==> src/rtl/utf8_invisible_char_filter_defines.svh <==
// Assertion macros for the invisible character filter.
`ifndef UTF8_INVISIBLE_CHAR_FILTER_DEFINES_SVH
`define UTF8_INVISIBLE_CHAR_FILTER_DEFINES_SVH

// Same-cycle implication, sampled on clk, off during reset.
`define UCF_ASSERT_SAME(lbl, ante, cons, msg) \
	lbl: assert property (@(posedge clk) disable iff (!arst_n) (ante) |-> (cons)) \
		else $error(msg);

// Next-cycle implication, sampled on clk, off during reset.
`define UCF_ASSERT_NEXT(lbl, ante, cons, msg) \
	lbl: assert property (@(posedge clk) disable iff (!arst_n) (ante) |=> (cons)) \
		else $error(msg);

`endif

==> src/rtl/ucf_pkg.sv <==
package ucf_pkg;

	// Stripped byte counter width
	localparam int COUNT_BITS = 16;
	localparam int TOTAL_BITS = 16;

	// Command queue depth
	localparam int QDEPTH = 4;
	localparam int QPTR_W = $clog2(QDEPTH);

	// Byte codes
	localparam logic [7:0] BYTE_TAB   = 8'h09;
	localparam logic [7:0] BYTE_LF    = 8'h0A;
	localparam logic [7:0] BYTE_CR    = 8'h0D;
	localparam logic [7:0] BYTE_SPACE = 8'h20;
	localparam logic [7:0] BYTE_DEL   = 8'h7F;
	localparam logic [7:0] LEAD_E2    = 8'hE2;
	localparam logic [7:0] LEAD_EF    = 8'hEF;
	localparam logic [7:0] SEC_80     = 8'h80;
	localparam logic [7:0] SEC_81     = 8'h81;
	localparam logic [7:0] SEC_BB     = 8'hBB;
	localparam logic [7:0] THIRD_BF   = 8'hBF;

	// Scanner mode
	typedef enum logic [1:0] {
		MODE_IDLE,
		MODE_HELD1,
		MODE_HELD2,
		MODE_PASS
	} ucf_mode_t;

	// One queued request: up to three data bytes and an optional summary
	typedef struct packed {
		logic [1:0]            n_data;
		logic                  has_sum;
		logic [2:0][7:0]       data;
		logic [TOTAL_BITS-1:0] total;
		logic                  warn;
	} ucf_cmd_t;

	// Push side of the queue
	typedef struct packed {
		logic     valid;
		ucf_cmd_t cmd;
	} ucf_push_t;

endpackage

==> src/rtl/ucf_front.sv <==
module ucf_front (
	input  logic                    clk,
	input  logic                    arst_n,
	input  logic                    in_valid,
	input  logic [7:0]              in_byte,
	input  logic                    end_of_string,
	output logic                    in_stall,
	input  logic                    q_full,
	output ucf_pkg::ucf_push_t      push
);

	localparam int CW = ucf_pkg::COUNT_BITS;
	localparam logic [CW-1:0] CNT_MAX = {CW{1'b1}};

	ucf_pkg::ucf_mode_t mode_q, mode_d;
	logic [1:0]    pass_q, pass_d;
	logic [7:0]    lead_q, lead_d;
	logic [7:0]    second_q, second_d;
	logic [CW-1:0] cnt_q, cnt_d;
	logic          accept;
	logic [31:0]   cnt_ext;

	// Saturating add of a small count
	function automatic logic [CW-1:0] sat_add(input logic [CW-1:0] c, input logic [1:0] n);
		logic [CW:0] s;
		s = {1'b0, c} + (CW+1)'(n);
		return (s > {1'b0, CNT_MAX}) ? CNT_MAX : s[CW-1:0];
	endfunction

	// Third byte of a held sequence that names an invisible character
	function automatic logic third_strips(input logic [7:0] l, input logic [7:0] s,
		input logic [7:0] x);
		logic r;
		r = 1'b0;
		if (l == ucf_pkg::LEAD_E2 && s == ucf_pkg::SEC_80)
			r = (x inside {[8'h8B:8'h8F], [8'hAA:8'hAE]});
		else if (l == ucf_pkg::LEAD_E2 && s == ucf_pkg::SEC_81)
			r = (x inside {[8'hA6:8'hA9]});
		else if (l == ucf_pkg::LEAD_EF && s == ucf_pkg::SEC_BB)
			r = (x == ucf_pkg::THIRD_BF);
		return r;
	endfunction

	assign in_stall = q_full;
	assign accept   = in_valid && !q_full;

	// Scanner state
	always_ff @(posedge clk or negedge arst_n) begin
		if (!arst_n) begin
			mode_q   <= ucf_pkg::MODE_IDLE;
			pass_q   <= '0;
			lead_q   <= '0;
			second_q <= '0;
			cnt_q    <= '0;
		end else if (accept) begin
			mode_q   <= mode_d;
			pass_q   <= pass_d;
			lead_q   <= lead_d;
			second_q <= second_d;
			cnt_q    <= cnt_d;
		end
	end

	// Classify the byte and build the request
	always_comb begin
		mode_d   = mode_q;
		pass_d   = pass_q;
		lead_d   = lead_q;
		second_d = second_q;
		cnt_d    = cnt_q;
		push     = '0;
		cnt_ext  = '0;

		case (mode_q)
			ucf_pkg::MODE_PASS: begin
				push.cmd.data[0] = in_byte;
				push.cmd.n_data  = 2'd1;
				pass_d = pass_q - 2'd1;
				if (pass_q == 2'd1)
					mode_d = ucf_pkg::MODE_IDLE;
			end
			ucf_pkg::MODE_HELD1: begin
				if ((lead_q == ucf_pkg::LEAD_E2) ?
					(in_byte == ucf_pkg::SEC_80 || in_byte == ucf_pkg::SEC_81) :
					(in_byte == ucf_pkg::SEC_BB)) begin
					second_d = in_byte;
					mode_d   = ucf_pkg::MODE_HELD2;
				end else begin
					push.cmd.data[0] = lead_q;
					push.cmd.data[1] = in_byte;
					push.cmd.n_data  = 2'd2;
					pass_d = 2'd1;
					mode_d = ucf_pkg::MODE_PASS;
				end
			end
			ucf_pkg::MODE_HELD2: begin
				if (third_strips(lead_q, second_q, in_byte)) begin
					cnt_d = sat_add(cnt_q, 2'd3);
				end else begin
					push.cmd.data[0] = lead_q;
					push.cmd.data[1] = second_q;
					push.cmd.data[2] = in_byte;
					push.cmd.n_data  = 2'd3;
				end
				mode_d = ucf_pkg::MODE_IDLE;
			end
			default: begin
				if ((in_byte < ucf_pkg::BYTE_SPACE && in_byte != ucf_pkg::BYTE_TAB &&
					in_byte != ucf_pkg::BYTE_LF && in_byte != ucf_pkg::BYTE_CR) ||
					in_byte == ucf_pkg::BYTE_DEL) begin
					cnt_d = sat_add(cnt_q, 2'd1);
				end else if (in_byte == ucf_pkg::LEAD_E2 || in_byte == ucf_pkg::LEAD_EF) begin
					lead_d = in_byte;
					mode_d = ucf_pkg::MODE_HELD1;
				end else begin
					push.cmd.data[0] = in_byte;
					push.cmd.n_data  = 2'd1;
					// lead byte sets the number of unchecked followers
					if (in_byte[7:5] == 3'b110) begin
						pass_d = 2'd1;
						mode_d = ucf_pkg::MODE_PASS;
					end else if (in_byte[7:4] == 4'b1110) begin
						pass_d = 2'd2;
						mode_d = ucf_pkg::MODE_PASS;
					end else if (in_byte[7:3] == 5'b11110) begin
						pass_d = 2'd3;
						mode_d = ucf_pkg::MODE_PASS;
					end
				end
			end
		endcase

		// End of string: flush held bytes, add summary, clear state
		if (end_of_string) begin
			if (mode_d == ucf_pkg::MODE_HELD1) begin
				push.cmd.data[0] = lead_d;
				push.cmd.n_data  = 2'd1;
			end else if (mode_d == ucf_pkg::MODE_HELD2) begin
				push.cmd.data[0] = lead_d;
				push.cmd.data[1] = second_d;
				push.cmd.n_data  = 2'd2;
			end
			cnt_ext = 32'(cnt_d);
			push.cmd.has_sum = 1'b1;
			push.cmd.total   = (cnt_ext > 32'h0000_FFFF) ? 16'hFFFF : cnt_ext[15:0];
			push.cmd.warn    = (cnt_d != '0);
			mode_d   = ucf_pkg::MODE_IDLE;
			pass_d   = '0;
			lead_d   = '0;
			second_d = '0;
			cnt_d    = '0;
		end

		push.valid = accept && (push.cmd.n_data != 2'd0 || push.cmd.has_sum);
	end

endmodule

==> src/rtl/ucf_queue.sv <==
module ucf_queue (
	input  logic               clk,
	input  logic               arst_n,
	input  ucf_pkg::ucf_push_t push,
	output logic               full,
	input  logic               pop,
	output logic               empty,
	output ucf_pkg::ucf_cmd_t  head
);

	localparam int PW = ucf_pkg::QPTR_W;

	ucf_pkg::ucf_cmd_t mem_q [ucf_pkg::QDEPTH];
	logic [PW-1:0] wr_ptr_q, rd_ptr_q;
	logic [PW:0]   count_q;
	logic          do_push, do_pop;

	assign full    = (count_q == (PW+1)'(ucf_pkg::QDEPTH));
	assign empty   = (count_q == '0);
	assign do_push = push.valid && !full;
	assign do_pop  = pop && !empty;
	assign head    = mem_q[rd_ptr_q];

	// Entry storage
	always_ff @(posedge clk) begin
		if (do_push)
			mem_q[wr_ptr_q] <= push.cmd;
	end

	// Pointers and fill level
	always_ff @(posedge clk or negedge arst_n) begin
		if (!arst_n) begin
			wr_ptr_q <= '0;
			rd_ptr_q <= '0;
			count_q  <= '0;
		end else begin
			if (do_push)
				wr_ptr_q <= wr_ptr_q + PW'(1);
			if (do_pop)
				rd_ptr_q <= rd_ptr_q + PW'(1);
			if (do_push && !do_pop)
				count_q <= count_q + (PW+1)'(1);
			else if (do_pop && !do_push)
				count_q <= count_q - (PW+1)'(1);
		end
	end

endmodule

==> src/rtl/ucf_back.sv <==
module ucf_back (
	input  logic              clk,
	input  logic              arst_n,
	input  ucf_pkg::ucf_cmd_t head,
	input  logic              empty,
	output logic              pop,
	output logic              out_valid,
	input  logic              out_stall,
	output logic              kind,
	output logic [7:0]        data_byte,
	output logic [15:0]       stripped_total,
	output logic              warning,
	output logic              run_last
);

	logic [1:0] pos_q;
	logic [2:0] n_rec;
	logic       fire;

	assign out_valid = !empty;
	assign fire      = out_valid && !out_stall;
	assign n_rec     = {1'b0, head.n_data} + {2'b00, head.has_sum};
	assign run_last  = ({1'b0, pos_q} == n_rec - 3'd1);
	assign pop       = fire && run_last;

	// Record position within the head request
	always_ff @(posedge clk or negedge arst_n) begin
		if (!arst_n)
			pos_q <= '0;
		else if (fire)
			pos_q <= run_last ? 2'd0 : pos_q + 2'd1;
	end

	// Data records first, summary last
	always_comb begin
		if (pos_q < head.n_data) begin
			kind           = 1'b0;
			data_byte      = head.data[pos_q];
			stripped_total = '0;
			warning        = 1'b0;
		end else begin
			kind           = 1'b1;
			data_byte      = '0;
			stripped_total = head.total;
			warning        = head.warn;
		end
	end

endmodule

==> src/rtl/utf8_invisible_char_filter.sv <==
// Strips C0 controls (except tab, LF, CR), DEL and the three-byte UTF-8
// forms of zero-width, BOM and bidi control characters from a byte stream.
// Input channel: in_valid/in_stall with in_byte and end_of_string, one
// string byte per request. Output channel: out_valid/out_stall with kind,
// data_byte, stripped_total, warning and run_last, one record per request.
// Kept bytes come out as data records; the final byte of a string adds a
// summary record with the saturating strip count and a warning flag.
// run_last marks the final record caused by one input byte.
// Throughput: one input byte per cycle while the four-entry request queue
// has room; records leave one at a time and out_stall holds them, so a
// byte that yields k records holds the output side until all are taken.
// Any request a byte makes is queued when it is accepted, behind earlier ones.
// E2/EF lead bytes are held until the following bytes decide them.
// Reset clears scanner state, strip count and the queue; no records pending.
// A stalled output holds its record; the queue fills and then in_stall
// rises until the receiver takes records again.
module utf8_invisible_char_filter (
	input  logic        clk,
	input  logic        arst_n,
	input  logic        in_valid,
	output logic        in_stall,
	input  logic [7:0]  in_byte,
	input  logic        end_of_string,
	output logic        out_valid,
	input  logic        out_stall,
	output logic        kind,
	output logic [7:0]  data_byte,
	output logic [15:0] stripped_total,
	output logic        warning,
	output logic        run_last
);

	`include "utf8_invisible_char_filter_defines.svh"

	ucf_pkg::ucf_push_t push;
	ucf_pkg::ucf_cmd_t  head;
	logic               q_full;
	logic               q_empty;
	logic               pop;

	// Scanner and classifier
	ucf_front u_front (
		.clk           (clk),
		.arst_n        (arst_n),
		.in_valid      (in_valid),
		.in_byte       (in_byte),
		.end_of_string (end_of_string),
		.in_stall      (in_stall),
		.q_full        (q_full),
		.push          (push)
	);

	// Request queue between the two sides
	ucf_queue u_queue (
		.clk    (clk),
		.arst_n (arst_n),
		.push   (push),
		.full   (q_full),
		.pop    (pop),
		.empty  (q_empty),
		.head   (head)
	);

	// Record emitter
	ucf_back u_back (
		.clk            (clk),
		.arst_n         (arst_n),
		.head           (head),
		.empty          (q_empty),
		.pop            (pop),
		.out_valid      (out_valid),
		.out_stall      (out_stall),
		.kind           (kind),
		.data_byte      (data_byte),
		.stripped_total (stripped_total),
		.warning        (warning),
		.run_last       (run_last)
	);

	// Checks
	`UCF_ASSERT_SAME(a_sum_is_last, out_valid && kind, run_last, "summary record not last")
	`UCF_ASSERT_SAME(a_warn_matches, out_valid && kind, warning == (stripped_total != 16'd0), "warning does not match count")
	`UCF_ASSERT_SAME(a_data_clean, out_valid && !kind, stripped_total == 16'd0 && !warning, "data record carries summary fields")
	`UCF_ASSERT_NEXT(a_push_fills, push.valid && !q_full, !q_empty, "pushed request not visible")

endmodule

==> config.mk <==
export PLATFORM = sky130hd
export DESIGN_NAME = utf8_invisible_char_filter
export DESIGN_NICKNAME = d
export VERILOG_FILES = /design/src/rtl/ucf_pkg.sv /design/src/rtl/ucf_front.sv /design/src/rtl/ucf_queue.sv /design/src/rtl/ucf_back.sv /design/src/rtl/utf8_invisible_char_filter.sv
export VERILOG_INCLUDE_DIRS = /design/src /design/src/rtl
export SDC_FILE = /design/constraint.sdc
export NUM_CORES = 1
export LEC_CHECK = 0
export BUFFER_PORTS_ARGS = -buffer_cell sky130_fd_sc_hd__buf_4
export CELL_PAD_IN_SITES_DETAIL_PLACEMENT = 0
export CELL_PAD_IN_SITES_GLOBAL_PLACEMENT = 1
export CORE_ASPECT_RATIO = 0.5
export CORE_MARGIN = 1
export CORE_UTILIZATION = 40
export DETAILED_ROUTE_END_ITERATION = 8
export PLACE_DENSITY_LB_ADDON = 0.1
export SLEW_MARGIN = 20
export SYNTH_ARGS = -nofsm -noshare
export SYNTH_HDL_FRONTEND = slang
export SYNTH_SLANG_ARGS = --single-unit
==> constraint.sdc <==
create_clock -name clk -period 4.2 [get_ports clk]
set_clock_uncertainty 0.1 [all_clocks]
set_input_delay 0.84 -clock clk [delete_from_list [all_inputs] [get_ports clk]]
set_output_delay 0.84 -clock clk [all_outputs]
set_load 0.05 [all_outputs]
* Yosys cells after proc, flatten, opt, wreduce, memory -nomap -nowiden *
Memory sizes are Yosys's and may differ from the RTL's.
Cells that the tools add are included.

cells by class
  reduce and logical (&&, ||, !) cells = 35
  equal/unequal tests = 30
  muxes and demuxes = 65
  $lt $le $gt $ge = 11
  $add $sub $neg = 10

operator list
  cell                     number
  $mux W16                 8
  $mux W8                  14
  $eq A8 B8 Y1 const B     11
  $mux W2                  20
  $gt A17 B16 Y1 const B   2
  $mux W33                 1
  $pmux W16 S2             1
  $ge A8 B8 Y1 const B     3
  $le A8 B8 Y1 const B     3
  $mux W24                 1
  $ne A8 B4 Y1 const B     3
  $pmux W8 S3              1
  $pmux W2 S3              3
  $add A16 B1 Y17 const B  1
  $add A16 B2 Y17 const B  1
  $logic_and A1 B1 Y1      17
  $bmux W8 S2              1
  $pmux W8 S2              1
  $reduce_bool A16 Y1      1
  $mux W1                  11
  $mux W3                  3
  $eq A8 B7 Y1 const B     1
  $lt A8 B6 Y1 const B     1
  $ne A4 B4 Y1 const B     2
  other kinds (23)         40

storage, ports and cells
  output and inout port bits = 29
  register bits after elaboration = 45
  RAM bits = 176
  memories = 1

memory list
  memory         depth  bits a word  rd ports  clocked after memory_dff  wr ports  line             RTL
  u_queue.mem_q  4      44           1         0                         1         ucf_queue.sv:13  ucf_pkg::ucf_cmd_t mem_q [ucf_pkg::QDEPTH];

* Depth between registers and ports, before layout *
  depth after elaboration = 19
  depth in mapped cells = 16
  depth with buffers taken out = 13

* Hierarchy *
From an unflattened synthesis, not the netlist that was laid out.

unflattened totals
  cells, all modules = 949
  area total of the unflattened synthesis = 11,681.2 um^2

by module, submodules not included
  module     times used  cells each  area an instance (um^2)
  ucf_queue  1           266         6,834.1
  ucf_front  1           603         4,284.1
  ucf_back   1           80          563.0

* Least setup slack after synthesis *
No wires, ideal clock.

  path type = register to register
  from = register u_queue.rd_ptr_q[0]
  to = register u_queue.count_q[1]
  slack = -1.444 ns
  data required time = 3.975 ns
  cell stages (with the launch flop) = 15
  arrival time = 5.419 ns
  library setup time = 0.125 ns
  clock period less this slack = 5.644 ns
  cell sequence = dfrtp_1 -> clkbuf_1 -> clkbuf_1 -> buf_1 -> mux4_2 -> inv_1 -> ha_1 -> ha_1 -> xnor2_1 -> nor3_1 -> nand2_1 -> ha_1 -> inv_1 -> fa_1 -> mux2_2

between the ends
  word-level cells in the longest chain between the ends = 9
  elaborated cells on any way between the ends = 11

RTL lines
  item                                                  line                              RTL
  from (decl)                                           ucf_queue.sv:14                   logic [PW-1:0] wr_ptr_q, rd_ptr_q;
  from (signal assigned)                                ucf_queue.sv:40                   rd_ptr_q <= rd_ptr_q + PW'(1);
  $mem_v2 Z4 W44 (*)                                    --
  $add A2 B1 Y3 (*)                                     ucf_back.sv:22                    assign n_rec = {1'b0, head.n_data} + {2'b00, head.has_sum};
  $sub A3 B1 Y3 (*)                                     ucf_back.sv:23                    assign run_last = ({1'b0, pos_q} == n_rec - 3'd1);
  $eq A2 B3 Y1 (*)                                      ucf_back.sv:23
  net run_last                                          utf8_invisible_char_filter.sv:30  output logic run_last
  $logic_and A1 B1 Y1 (*)                               ucf_back.sv:24                    assign pop = fire && run_last;
  $logic_and A1 B1 Y1 (*)                               ucf_queue.sv:21                   assign do_pop = pop && !empty;
  $logic_not A1 Y1                                      ucf_queue.sv:41                   if (do_push && !do_pop)
  $logic_and A1 B1 Y1                                   ucf_queue.sv:41
  $mux W3 / $reduce_bool A2 Y1 (equally long branches)  --
  to (signal assigned)                                  ucf_queue.sv:42                   count_q <= count_q + (PW+1)'(1);
  to (signal assigned)                                  ucf_queue.sv:44                   count_q <= count_q - (PW+1)'(1);
  to (decl)                                             ucf_queue.sv:15                   logic [PW:0] count_q;

The timed path passes the listed nets; every way through them passes the cells marked *.
A chain may end at the register's enable or synchronous reset.

==> results.md <==
* Netlist cell types at approximately 80
* Non-filler cells, final at around 1400
* Die Width at about 240 um
* Worst Path Max Fanout at 11
* Power Internal at 6080 uW
* Worst-path clk slew at about 70 ps
* Diode count at 0
* Cell depth of the worst flop-to-flop path at 12
* Critical Path End Type: register
* Met2 Usage GRT at 0.349
* R2R setup slack at 340 ps
* Average cell area after synthesis at about 12 um^2
* Max-slew violations at 0
* Max Freq at ~260 MHz
* Final GP Congestion at between 0.9 and 1
* First-pass GRT wire length at between 40000 and 50000 um
* Global-route usage over all layers at 0.227
* Final Hold Vio Count at 0
* CP startpoint kind: register
* Fillers at approximately 2600
* Asr flop ratio synth at 0.204
* Top_reg_cell synth: edfxtp_1
* Clk Latency, worst-skew pair at 530 ps
* Leak at ~0.0047 uW
* Sum Neg Setup Slack at 0 ps
* Fin crit share at 0.920
* Synthesized flop and latch total at 221
* Pwr per Cell Area at about 790 mW/mm^2
* Total grt overflow at 0
* Final core occ at 0.475
* FF-to-FF End: u_queue.mem_q[0][0]
* Routed length per instance at 22.8 um
* R2r startpoint: u_front.cnt_q[1]
* Layout cells sized above 1 at 0.215
* Syn Std Cell Area at between 0.01 and 0.015 mm^2
* Switching Fraction at 0.419
* Core Region at between 0.02 and 0.03 mm^2
* Cells after synthesis at just over 900
* Sequential area share after synthesis at 0.564
* Drt initial violations at around 640
* Routed Antenna Nets at 0
* Setup CP Type: reg -> reg
* Drt total wl at between 30000 and 40000 um
* Placed Instances at ~1300
* Fin crit period at slightly below 4000 ps
* Comb power frac at 0.486
* CP Data Required Time at between 4000 and 5000 ps
* Syn Nets at around 950
* Final instance area at ~0.013 mm^2
* H-tree depth at 1
* Worst slew pin tran at around 760 ps
* DRC Markers at 0
* Number of synthesized flops with an enable pin at 176
* Num Clock Sinks at 221
* CTS tree: built
* Via count at between 7000 and 8000
* Die Span Y at between 100 and 150 um
* Max-slew headroom at 0.491
* IO Pins at 42
* Clock root buffer: clkbuf_16
* Initial antenna violation count at 0
* Yosys warning count at 0
* Initial Util at 0.409
* Area delta synth->final at 16.3%
* Crit path arrival time at 4070 ps
* CTS buffer count at 22
* Pin count of the biggest net entering global routing at 46
* Row count at 43
* Die ar. at 0.0291 mm^2
* Gr busiest metal: met2
* CTS resizes at 0
* Detail-routed via count per cell at 5.75
* RSZ-0062 raised after global routing: false
* 1st-pass router iterations at 5
* Vias in the first global route at approximately 8000
* Final Setup Violations at 0
* Max clock buf depth at 3
* Fin nets at about 1000
* Register area at around 0.0064 mm^2
* Post-CTS setup buffers at 0
* Max-Cap Viols at 0
* Cts hold-fix bufs at 0
* M3 GR Usage at 0.0341
* Maximum VDD drop at ~560 uV
* HPWL Detailed at between 20000 and 25000 um
* Port buffer count at 41
* Placed cell areas at 0.0125 mm^2
* Sequential Power Share at 0.317
* GRT met1 Usage at 0.339
* HP Class: in -> async
* Status: completed
* Clk pwr share at 0.197
* Net Sw Power at around 4400 uW
* Multi-input logic area at about 0.0046 mm^2
sequential cells by signal, summed over array words and instances (netlist names):
name              cells
u_back.pos_q          2
u_front.pass_q        2
u_front.lead_q        8
u_front.second_q      8
u_front.mode_q        2
u_queue.rd_ptr_q      2
u_queue.mem_q       176
u_queue.wr_ptr_q      2
u_front.cnt_q        16
u_queue.count_q       3
critical path: stages (launching register included):
cell	delay, ps
dfrtp_1	420
buf_4	210
ha_1	340
nand3_1	230
or2_2	390
or3_1	450
nand3_1	160
buf_4	170
nor3_1	60
or3b_2	440
o311ai_0	140
nor2_1	140
a41oi_1	360
synthesized netlist by cell type (5+ instances only):
cell type	number	area (um^2)
a21oi_1	29	145
a22o_1	15	131
a22oi_1	5	37.5
a31oi_1	9	56.3
and2_1	37	231
buf_1	7	26.3
buf_2	8	40.0
clkbuf_1	48	180
dfrtp_1	45	1130
edfxtp_1	176	5290
ha_1	17	213
inv_1	35	131
mux2i_1	16	160
mux4_2	44	991
nand2_1	58	218
nand2b_1	8	50.1
nand3_1	19	95.1
nand4_1	17	106
nor2_1	58	218
nor2b_1	22	138
nor3_1	24	120
nor4_1	14	87.6
o21a_1	11	82.6
o21ai_0	54	270
o22ai_1	16	100
o31a_1	5	43.8
o31ai_1	6	45.0
or3_1	5	31.3
xnor2_1	13	114
worst max path at each step:
| stage | start | endpoint | slack (ps) | cells past startpoint |
|---|---|---|---|---|
| after floorplan | u_queue.rd_ptr_q[0] | u_queue.count_q[1] | -30 | 14 |
| after global placement | in_byte[1] | u_queue.mem_q[0][0] | 160 | 11 |
| after detailed placement | in_byte[4] | u_queue.mem_q[3][0] | 100 | 10 |
| after CTS | u_queue.rd_ptr_q[0] | data_byte[2] | 320 | 6 |
| after global routing | u_front.cnt_q[1] | u_queue.mem_q[0][0] | 140 | 12 |
| final | u_front.cnt_q[1] | u_queue.mem_q[0][0] | 340 | 12 |
kinds of logic after synthesis:
family                     synth area share
muxes                                 0.104
adders and majority gates            0.0205
xor gates and xnor gates             0.0123
and+or+nand+nor                       0.138
buffers and inverters                0.0359
DFF                                   0.564
AOI/OAI and AO/OA                     0.125
routing by layer:
| layer | vias up | wire [um] |
|---|---|---|
| met5 | - | 0 |
| met2 | 184 | 14200 |
| met4 | 0 | 521 |
| li1 | 3672 | - |
| met3 | 36 | 1260 |
| met1 | 4084 | 15600 |
power by group through the flow:
stage	Clock, uW	Sequential (uW)	Combinational [uW]
4_1_cts	2110	3320	5130
3_5_place_dp	0	3360	5120
5_1_grt	2200	3370	5510
3_3_place_gp	0	3340	5110
6_report	2060	3320	5080
2_1_floorplan	0	3230	3590
area by class of cell:
class,count,share of cell area
repair buffers,109,0.0657
inverters,38,0.0108
multi-input cells,598,0.346
clock buffers,22,0.0416
flip-flops and latches,221,0.485
clock inverters,18,0.0150
well taps,382,0.0362
layout by cell type, fill, tap and decap left out, types with 17 or more instances in the layout:
| cell type | instances |
|---|---|
| and2_1 | 33 |
| ha_1 | 17 |
| mux4_2 | 44 |
| a21oi_1 | 28 |
| nand3_1 | 19 |
| dfrtp_1 | 43 |
| inv_1 | 35 |
| o21ai_0 | 54 |
| clkbuf_16 | 22 |
| nor3_1 | 23 |
| nand2_1 | 58 |
| buf_4 | 105 |
| nand4_1 | 17 |
| nor2_1 | 58 |
| edfxtp_1 | 176 |
| nor2b_1 | 22 |
per-stage QoR:
stage               hold WS (ps)  setup slack, ps  total power [uW]
finish                       256              337             10500
global route                 286              139             11100
detailed placement           380             97.3              8480
global placement             376              160              8450
floorplan                    356            -32.6              6820
CTS                          268              325             10600
(Power assumes the default switching activity.)
